File: config.mk
export PLATFORM = sky130hd
export DESIGN_NAME = tkgs_ctrl
export DESIGN_NICKNAME = d
export VERILOG_FILES = /design/src/rtl/tkgs_pkg.sv /design/src/rtl/tkgs_ctrl.sv
export SDC_FILE = /design/constraint.sdc
export NUM_CORES = 1
export LEC_CHECK = 0
export ABC_AREA = 1
export BUFFER_PORTS_ARGS = -buffer_cell sky130_fd_sc_hd__buf_4
export CORE_MARGIN = 5
export CORE_UTILIZATION = 50
export CTS_CLUSTER_SIZE = 16
export DETAILED_ROUTE_END_ITERATION = 8
export HOLD_SLACK_MARGIN = 0.03
export PLACE_DENSITY_LB_ADDON = 0.2
export SYNTH_ARGS = -nofsm -noshare
export SYNTH_HDL_FRONTEND = slang
export SYNTH_SLANG_ARGS = --single-unit
File: constraint.sdc
create_clock -name i_clk -period 1.4 [get_ports i_clk]
set_clock_uncertainty 0.2 [all_clocks]
set_input_delay 0.21 -clock i_clk [delete_from_list [all_inputs] [get_ports i_clk]]
set_output_delay 0.21 -clock i_clk [all_outputs]
set_load 0.05 [all_outputs]
File: src/rtl/tkgs_pkg.sv
package tkgs_pkg;

    localparam int MAX_SIDE = 64;
    localparam int IW       = $clog2(MAX_SIDE);
    localparam int AW       = 2 * IW;
    localparam int CELLS    = MAX_SIDE * MAX_SIDE;
    localparam int NUM_W    = 44;
    localparam int DEN_W    = 19;
    localparam int QUO_W    = 25;
    localparam int DCNT_W   = $clog2(NUM_W);

    localparam logic [1:0] OP_CLEAR = 2'd0;
    localparam logic [1:0] OP_SPLAT = 2'd1;
    localparam logic [1:0] OP_READ  = 2'd2;

    localparam logic [1:0] CFG_SIDE   = 2'd0;
    localparam logic [1:0] CFG_RADIUS = 2'd1;

    typedef enum logic [8:0] {
        S_IDLE  = 9'b000000001,
        S_CLEAR = 9'b000000010,
        S_SETUP = 9'b000000100,
        S_BOUND = 9'b000001000,
        S_RD    = 9'b000010000,
        S_MUL   = 9'b000100000,
        S_DIV   = 9'b001000000,
        S_WR    = 9'b010000000,
        S_OUT   = 9'b100000000
    } t_state;

    typedef struct packed {
        logic clr_init;
        logic clr_step;
        logic load;
        logic setup;
        logic bound;
        logic rd;
        logic mul;
        logic div_step;
        logic wr;
    } t_cmd;

    typedef struct packed {
        logic       clr_last;
        logic       empty;
        logic       div_last;
        logic       cell_last;
        logic [1:0] op;
    } t_stat;

endpackage

File: src/rtl/tkgs_ctrl.sv
module tkgs_ctrl import tkgs_pkg::*; (
    input  logic  i_clk,
    input  logic  i_rst_n,
    input  logic  i_start,
    input  logic  i_cfg_clear,
    input  t_stat i_stat,
    output t_cmd  o_cmd,
    output logic  o_busy,
    output logic  o_done
);

    t_state r_state, n_state;

    always_ff @(posedge i_clk) begin
        if (!i_rst_n) begin
            r_state <= S_CLEAR;
        end else begin
            r_state <= n_state;
        end
    end

    always_comb begin
        n_state = r_state;
        o_cmd   = '0;
        case (r_state)
            S_IDLE: begin
                if (i_cfg_clear) begin
                    o_cmd.clr_init = 1'b1;
                    n_state        = S_CLEAR;
                end else if (i_start) begin
                    o_cmd.load = 1'b1;
                    n_state    = S_SETUP;
                end
            end
            S_CLEAR: begin
                if (i_cfg_clear) begin
                    o_cmd.clr_init = 1'b1;
                end else begin
                    o_cmd.clr_step = 1'b1;
                    if (i_stat.clr_last) begin
                        n_state = S_IDLE;
                    end
                end
            end
            S_SETUP: begin
                o_cmd.setup = 1'b1;
                if (i_stat.op == OP_CLEAR) begin
                    o_cmd.clr_init = 1'b1;
                    n_state        = S_CLEAR;
                end else if (i_stat.op == OP_SPLAT || i_stat.op == OP_READ) begin
                    n_state = S_BOUND;
                end else begin
                    n_state = S_IDLE;
                end
            end
            S_BOUND: begin
                o_cmd.bound = 1'b1;
                n_state     = S_RD;
            end
            S_RD: begin
                o_cmd.rd = 1'b1;
                if (i_stat.op == OP_READ) begin
                    n_state = S_OUT;
                end else if (i_stat.empty) begin
                    n_state = S_IDLE;
                end else begin
                    n_state = S_MUL;
                end
            end
            S_MUL: begin
                o_cmd.mul = 1'b1;
                n_state   = S_DIV;
            end
            S_DIV: begin
                o_cmd.div_step = 1'b1;
                if (i_stat.div_last) begin
                    n_state = S_WR;
                end
            end
            S_WR: begin
                o_cmd.wr = 1'b1;
                n_state  = i_stat.cell_last ? S_IDLE : S_RD;
            end
            S_OUT: begin
                n_state = S_IDLE;
            end
            default: begin
                n_state = S_IDLE;
            end
        endcase
    end

    assign o_busy = (r_state != S_IDLE);
    assign o_done = (r_state == S_OUT);

endmodule

==> summary.md, run 1 <==
| Metric | Value |
|---|---|
| Status | `did not finish` |
| Fail Step | `5_1_grt` |
| Error | `[ERROR DPL-0038] Utilization greater than 100%, impossible to legalize` |
| Post-Synthesis Cell Area | `748 um2` |
| Synth Area per Inst | `approximately 7 um2` |
| Die H | `slightly below 50 um` |
| Post-synth top area share | `between 20% and 30%` |
| Worst endpoint pin kind | `output port` |
| Initial Util | `between 50% and 60%` |
| Htree depth | `1` |
| Clock buffer depth | `2` |
| Top cell type by total area after synthesis | `dfxtp_1` |
| Buffers on Ports | `20` |
| Die width | `between 40 and 50 um` |
| Hpwl dp | `roughly 1800 um` |
| Rows | `14` |
| Warnings, synthesis | `0` |
| Clock Sinks | `9` |
| Pin count of the biggest net entering global routing | `8` |
| Flops & latches, synth | `9` |
| Number of top-level pins | `21` |
| Total CTS buffers | `3` |
| Sequential area share after synthesis | `around 24%` |
| Mapped Nets | `about 120` |
| Root Driver | `clkbuf_4` |
| Top post-synthesis cells by area | `dfxtp_1 24%, nor2_4 11%, inv_1 10%` |
| Routability cong. | `approximately 0.86` |
| Yosys cell types | `19` |
| Grt repair worst endpoint | `o_cmd[8]` |
| Cells after synthesis | `110` |
## cells in the mapped netlist
cell type and count:
nand2_4 3, dfxtp_1 9, nand3_4 2, clkinv_1 1, nor2_1 19, nor3_1 3, nor4_1 1, ha_1 3
nor2_4 7, nand2_2 1, inv_1 20, nand2_1 16, nand3_2 3, nand3_1 9, a21oi_1 4, nor2_2 4
inv_2 3, o21ai_1 1, o21ai_2 1
## per-stage QoR
step	cells	setup TNS (ns)	hold slack [ns]	area (um2)	worst slack [ns]
3_5_place_dp	167	-2.03	0.185	1130	-0.341
2_1_floorplan	110	-2.13	0.0890	802	-0.418
3_3_place_gp	167	-1.35	0.182	1130	-0.238
4_1_cts	183	-5.50	0.0630	1400	-0.520
## kinds of logic after synthesis
logic type      share of synthesized area (%)
fa+ha+maj                                5.02
simple gates                             54.3
compound gates                           4.51
buf+inv                                  12.0
flops                                    24.1
## timing repair
| action | 4_1_cts |
|---|---|
| buffers inserted | 12 |
| endpoints found under the hold margin | 4 |
| gates resized for setup | 43 |
| pin swaps | 13 |
| hold buffers | 2 |
| endpoints found under the setup margin | 17 |
==> inputs of run 2 (changes only) <==
Settings changed: CORE_AREA from default to 5 5 66 68, CORE_MARGIN 5 to default, CORE_UTILIZATION 50 to default, CTS_CLUSTER_SIZE 16 to default, DIE_AREA from default to 0 0 71 73, HOLD_SLACK_MARGIN 0.03 to default, PLACE_DENSITY_LB_ADDON 0.2 to 0.15.
==> run 2 against run 1 <==
Against the previous run:
- the flow now finishes, with violations (setup timing)
- area after synthesis stayed put
- synthesized cell count stayed put
==> summary.md, run 2 <==
| Metric | Value |
|---|---|
| Tot Pwr | `approximately 1400 uW` |
| DRC viols | `0` |
| Tmin final | `1.84 ns` |
| First-pass GRT wire length | `between 3000 and 4000 um` |
| CTS tree | `done` |
| Initial antenna violation count | `0` |
| Worst stage delay on the critical path | `around 0.33 ns` |
| Leak | `0.000765 uW` |
| Rows | `23 (was 14)` |
| Final period util | `131%` |
| Root Driver | `clkbuf_8 (was clkbuf_4)` |
| Actual slew at the worst max-slew pin | `approximately 0.29 ns` |
| Die H | `73 um (was 48.7 um)` |
| Ant. Diodes | `0` |
| Flops & latches, synth | `9 (unchanged)` |
| Vias in the first global route | `954` |
| Top-count cell post-synth | `inv_1 (unchanged)` |
| DR vias | `between 800 and 900` |
| Mapped Nets | `123 (unchanged)` |
| Cells after synthesis | `110 (unchanged)` |
| Placed Cells incl. Taps | `203 (was 167)` |
| Max rail drop VDD | `between 0.3 and 0.4 mV` |
| GRT Total Usage | `under 10%` |
| Largest register FFs | `9` |
| CP Buf/Inv Count | `3` |
| Post-synth top area share | `24.1% (unchanged)` |
| Psw | `~540 uW` |
| Initial Util | `19.7% (was 51.5%)` |
| Crit-path leading delay family | `simple AND/OR/NAND/NOR gates` |
| Slew margin rel. | `about four fifths` |
| DRT iter0 DRCs | `8` |
| Post-DP Area | `0.00119 mm2 (was 0.00113 mm2)` |
| Area Growth Syn to Fin | `113%` |
| Most used routing layer | `met2` |
| Pins over their slew limit | `0` |
| Biggest register | `r_state` |
| Buffers on Ports | `20 (unchanged)` |
| GR Layer Usage met1 | `between 10% and 20%` |
| Synth Area per Inst | `6.80 um2 (unchanged)` |
| Pin count of the biggest net entering global routing | `8` |
| Combinational fraction of design power | `a little under three fifths` |
| Layout Utilization | `a little over two fifths` |
| Layout cell share with drive strength beyond 1 | `between 70% and 80%` |
| DIE AREA | `between 0.005 and 0.006 mm2` |
| Cell area after layout | `about 0.0016 mm2` |
| WL per Instance | `10.5 um` |
| Worst skew pair latency | `between 0.2 and 0.25 ns` |
| # nets final | `189` |
| Post-Synthesis Cell Area | `748 um2 (unchanged)` |
| Top post-synthesis cells by area | `dfxtp_1 24%, nor2_4 11%, inv_1 10% (unchanged)` |
| Min-delay worst type | `input port to flop` |
| Clock Sinks | `9 (unchanged)` |
| Most frequent cells after synthesis | `20 x inv_1, 19 x nor2_1, 16 x nand2_1 (unchanged)` |
| Non-Filler Instances | `approximately 230` |
| Clock Power Share | `22.7%` |
| CP Data Required Time | `between 0.9 and 1 ns` |
| Setup CP Type | `flop to primary output` |
| GRT Residual Overflow | `0` |
| Hold path depth | `4` |
| Number of cells on the critical path | `8` |
| Met2 Track Usage GR | `17.9%` |
| Cells along the critical path | `nor2_4 > nand3_4 > nor2_4 > inv_2 > o21ai_2 > inv_2 > o21ai_2 > buf_6` |
| Max_cap viols | `0` |
| Endpoints failing setup | `16` |
| Worst setup SP type | `flop` |
| Sw frac | `about two fifths` |
| Htree depth | `1 (unchanged)` |
| Core area | `0.00380 mm2` |
| Setup crit end kind | `primary output` |
| Critical-path top delay cell | `dfxtp_2` |
| PwrDens | `862 mW/mm2` |
| FFs w/ async S/R, synth | `0% (unchanged)` |
| Count of final hold-check violations | `0` |
| Most frequent cells in the layout | `40 x buf_4, 16 x nor2_4, 14 x inv_1, 14 x buf_6, 13 x nor2_1` |
| Synth Flop Type | `dfxtp_1 (unchanged)` |
| Total detailed-routing wirelength | `~2400 um` |
| Pint | `830 uW` |
| Hpwl dp | `1770 um (about the same)` |
| Total CTS buffers | `3 (unchanged)` |
| Seq pwr share | `between 20% and 30%` |
| Routability cong. | `0.728 (was 0.856)` |
| Yosys cell types | `19 (unchanged)` |
| Sequential area share after synthesis | `24.1% (unchanged)` |
| Post-route ant nets | `0` |
| First-pass detailed-route iteration total | `3` |
| Clock buffer depth | `2 (unchanged)` |
| Avg Vias per Cell | `slightly below 4` |
| Failing checks | `setup timing` |
| Post-synth EDFFs | `0 (unchanged)` |
| Met3 Track Usage GR | `2.48%` |
| Critical path fanouts, max | `4` |
| WP data arrival | `around 1.4 ns` |
| Number of top-level pins | `21 (unchanged)` |
| Commonest non-fill, non-tap cell in the layout | `buf_4` |
| Status | `finished, violations left (was did not finish)` |
| RSZ-0062 raised after global routing | `yes` |
| Dpl ws | `-0.290 ns (was -0.341 ns)` |
| R2R depth | `13` |
| Top flop regs | `r_state: 9 flops` |
| Top cell type by total area after synthesis | `dfxtp_1 (unchanged)` |
| Clk pin slew, worst setup/hold paths | `approximately 0.050 ns` |
| Warnings, synthesis | `0 (unchanged)` |
| Final Worst Setup Slack | `-0.438 ns` |
| Die width | `71 um (was 48.7 um)` |
| Fmax achieved | `544 MHz` |
[run 2: cell counts after synthesis]
Identical to the previous run, type by type.
[run 2: final cells by class]
cell class,instances,area [um2]
flip-flops and latches,9,194
fillers,414,2200
clock buffers,4,45.0
multi-input cells,77,648
well taps,50,62.6
repair buffers,61,553
inverters,24,91.3
[run 2: layer usage]
| metal | routed length [um] | vias up |
|---|---|---|
| met5 | 0 | - |
| li1 | - | 467 |
| met4 | 15 | 0 |
| met2 | 1310 | 14 |
| met3 | 103 | 2 |
| met1 | 939 | 400 |
[run 2: final timing paths]
check,slack (ns),end,startpoint
max,-0.44,o_cmd[8],r_state[5]
min,0.14,r_state[4],i_stat[2]
max reg2reg,-0.38,r_state[0],r_state[5]
min reg2reg,0.40,r_state[6],r_state[6]
[run 2: timing repair]
action	4_1_cts	5_1_grt
endpoints found under the hold margin	2	0
pin swaps	9	17
buffers inserted	15	3
hold buffers	2	0
gates resized for setup	37	28
cloned	0	0
endpoints found under the setup margin	17	20
[run 2: power by group through the flow]
stage	Sequential (uW)	Combinational, uW	Clock (uW)
3_3_place_gp	306	539	0
2_1_floorplan	304	377	0
3_5_place_dp	307	540	0
6_report	303	759	312
4_1_cts	305	667	317
5_1_grt	306	822	334
[run 2: stage by stage]
| step | hold slack, ns | setup TNS, ns |
|---|---|---|
| after floorplan | 0.0890 | -2.13 |
| after global placement | 0.189 | -1.86 |
| after detailed placement | 0.186 | -1.97 |
| after CTS | 0.115 | -4.94 |
| after global routing | 0.167 | -6.76 |
| final | 0.136 | -5.25 |
[run 2: tightest hold or removal path, stage by stage]
cell and delay (ns):
buf_4 0.09, inv_1 0.04, a21oi_2 0.13, nor2_1 0.05
[run 2: cell families (layout without fill, tap and decap cells)]
kind of cell    count (synthesis)  count (layout)  synth area share, %
compound gates                  6               6                 4.51
fa+ha+maj                       3               3                 5.02
buf+inv                        24              89                 12.0
flops                           9               9                 24.1
simple gates                   68              68                 54.3
(Power assumes the default switching activity.)
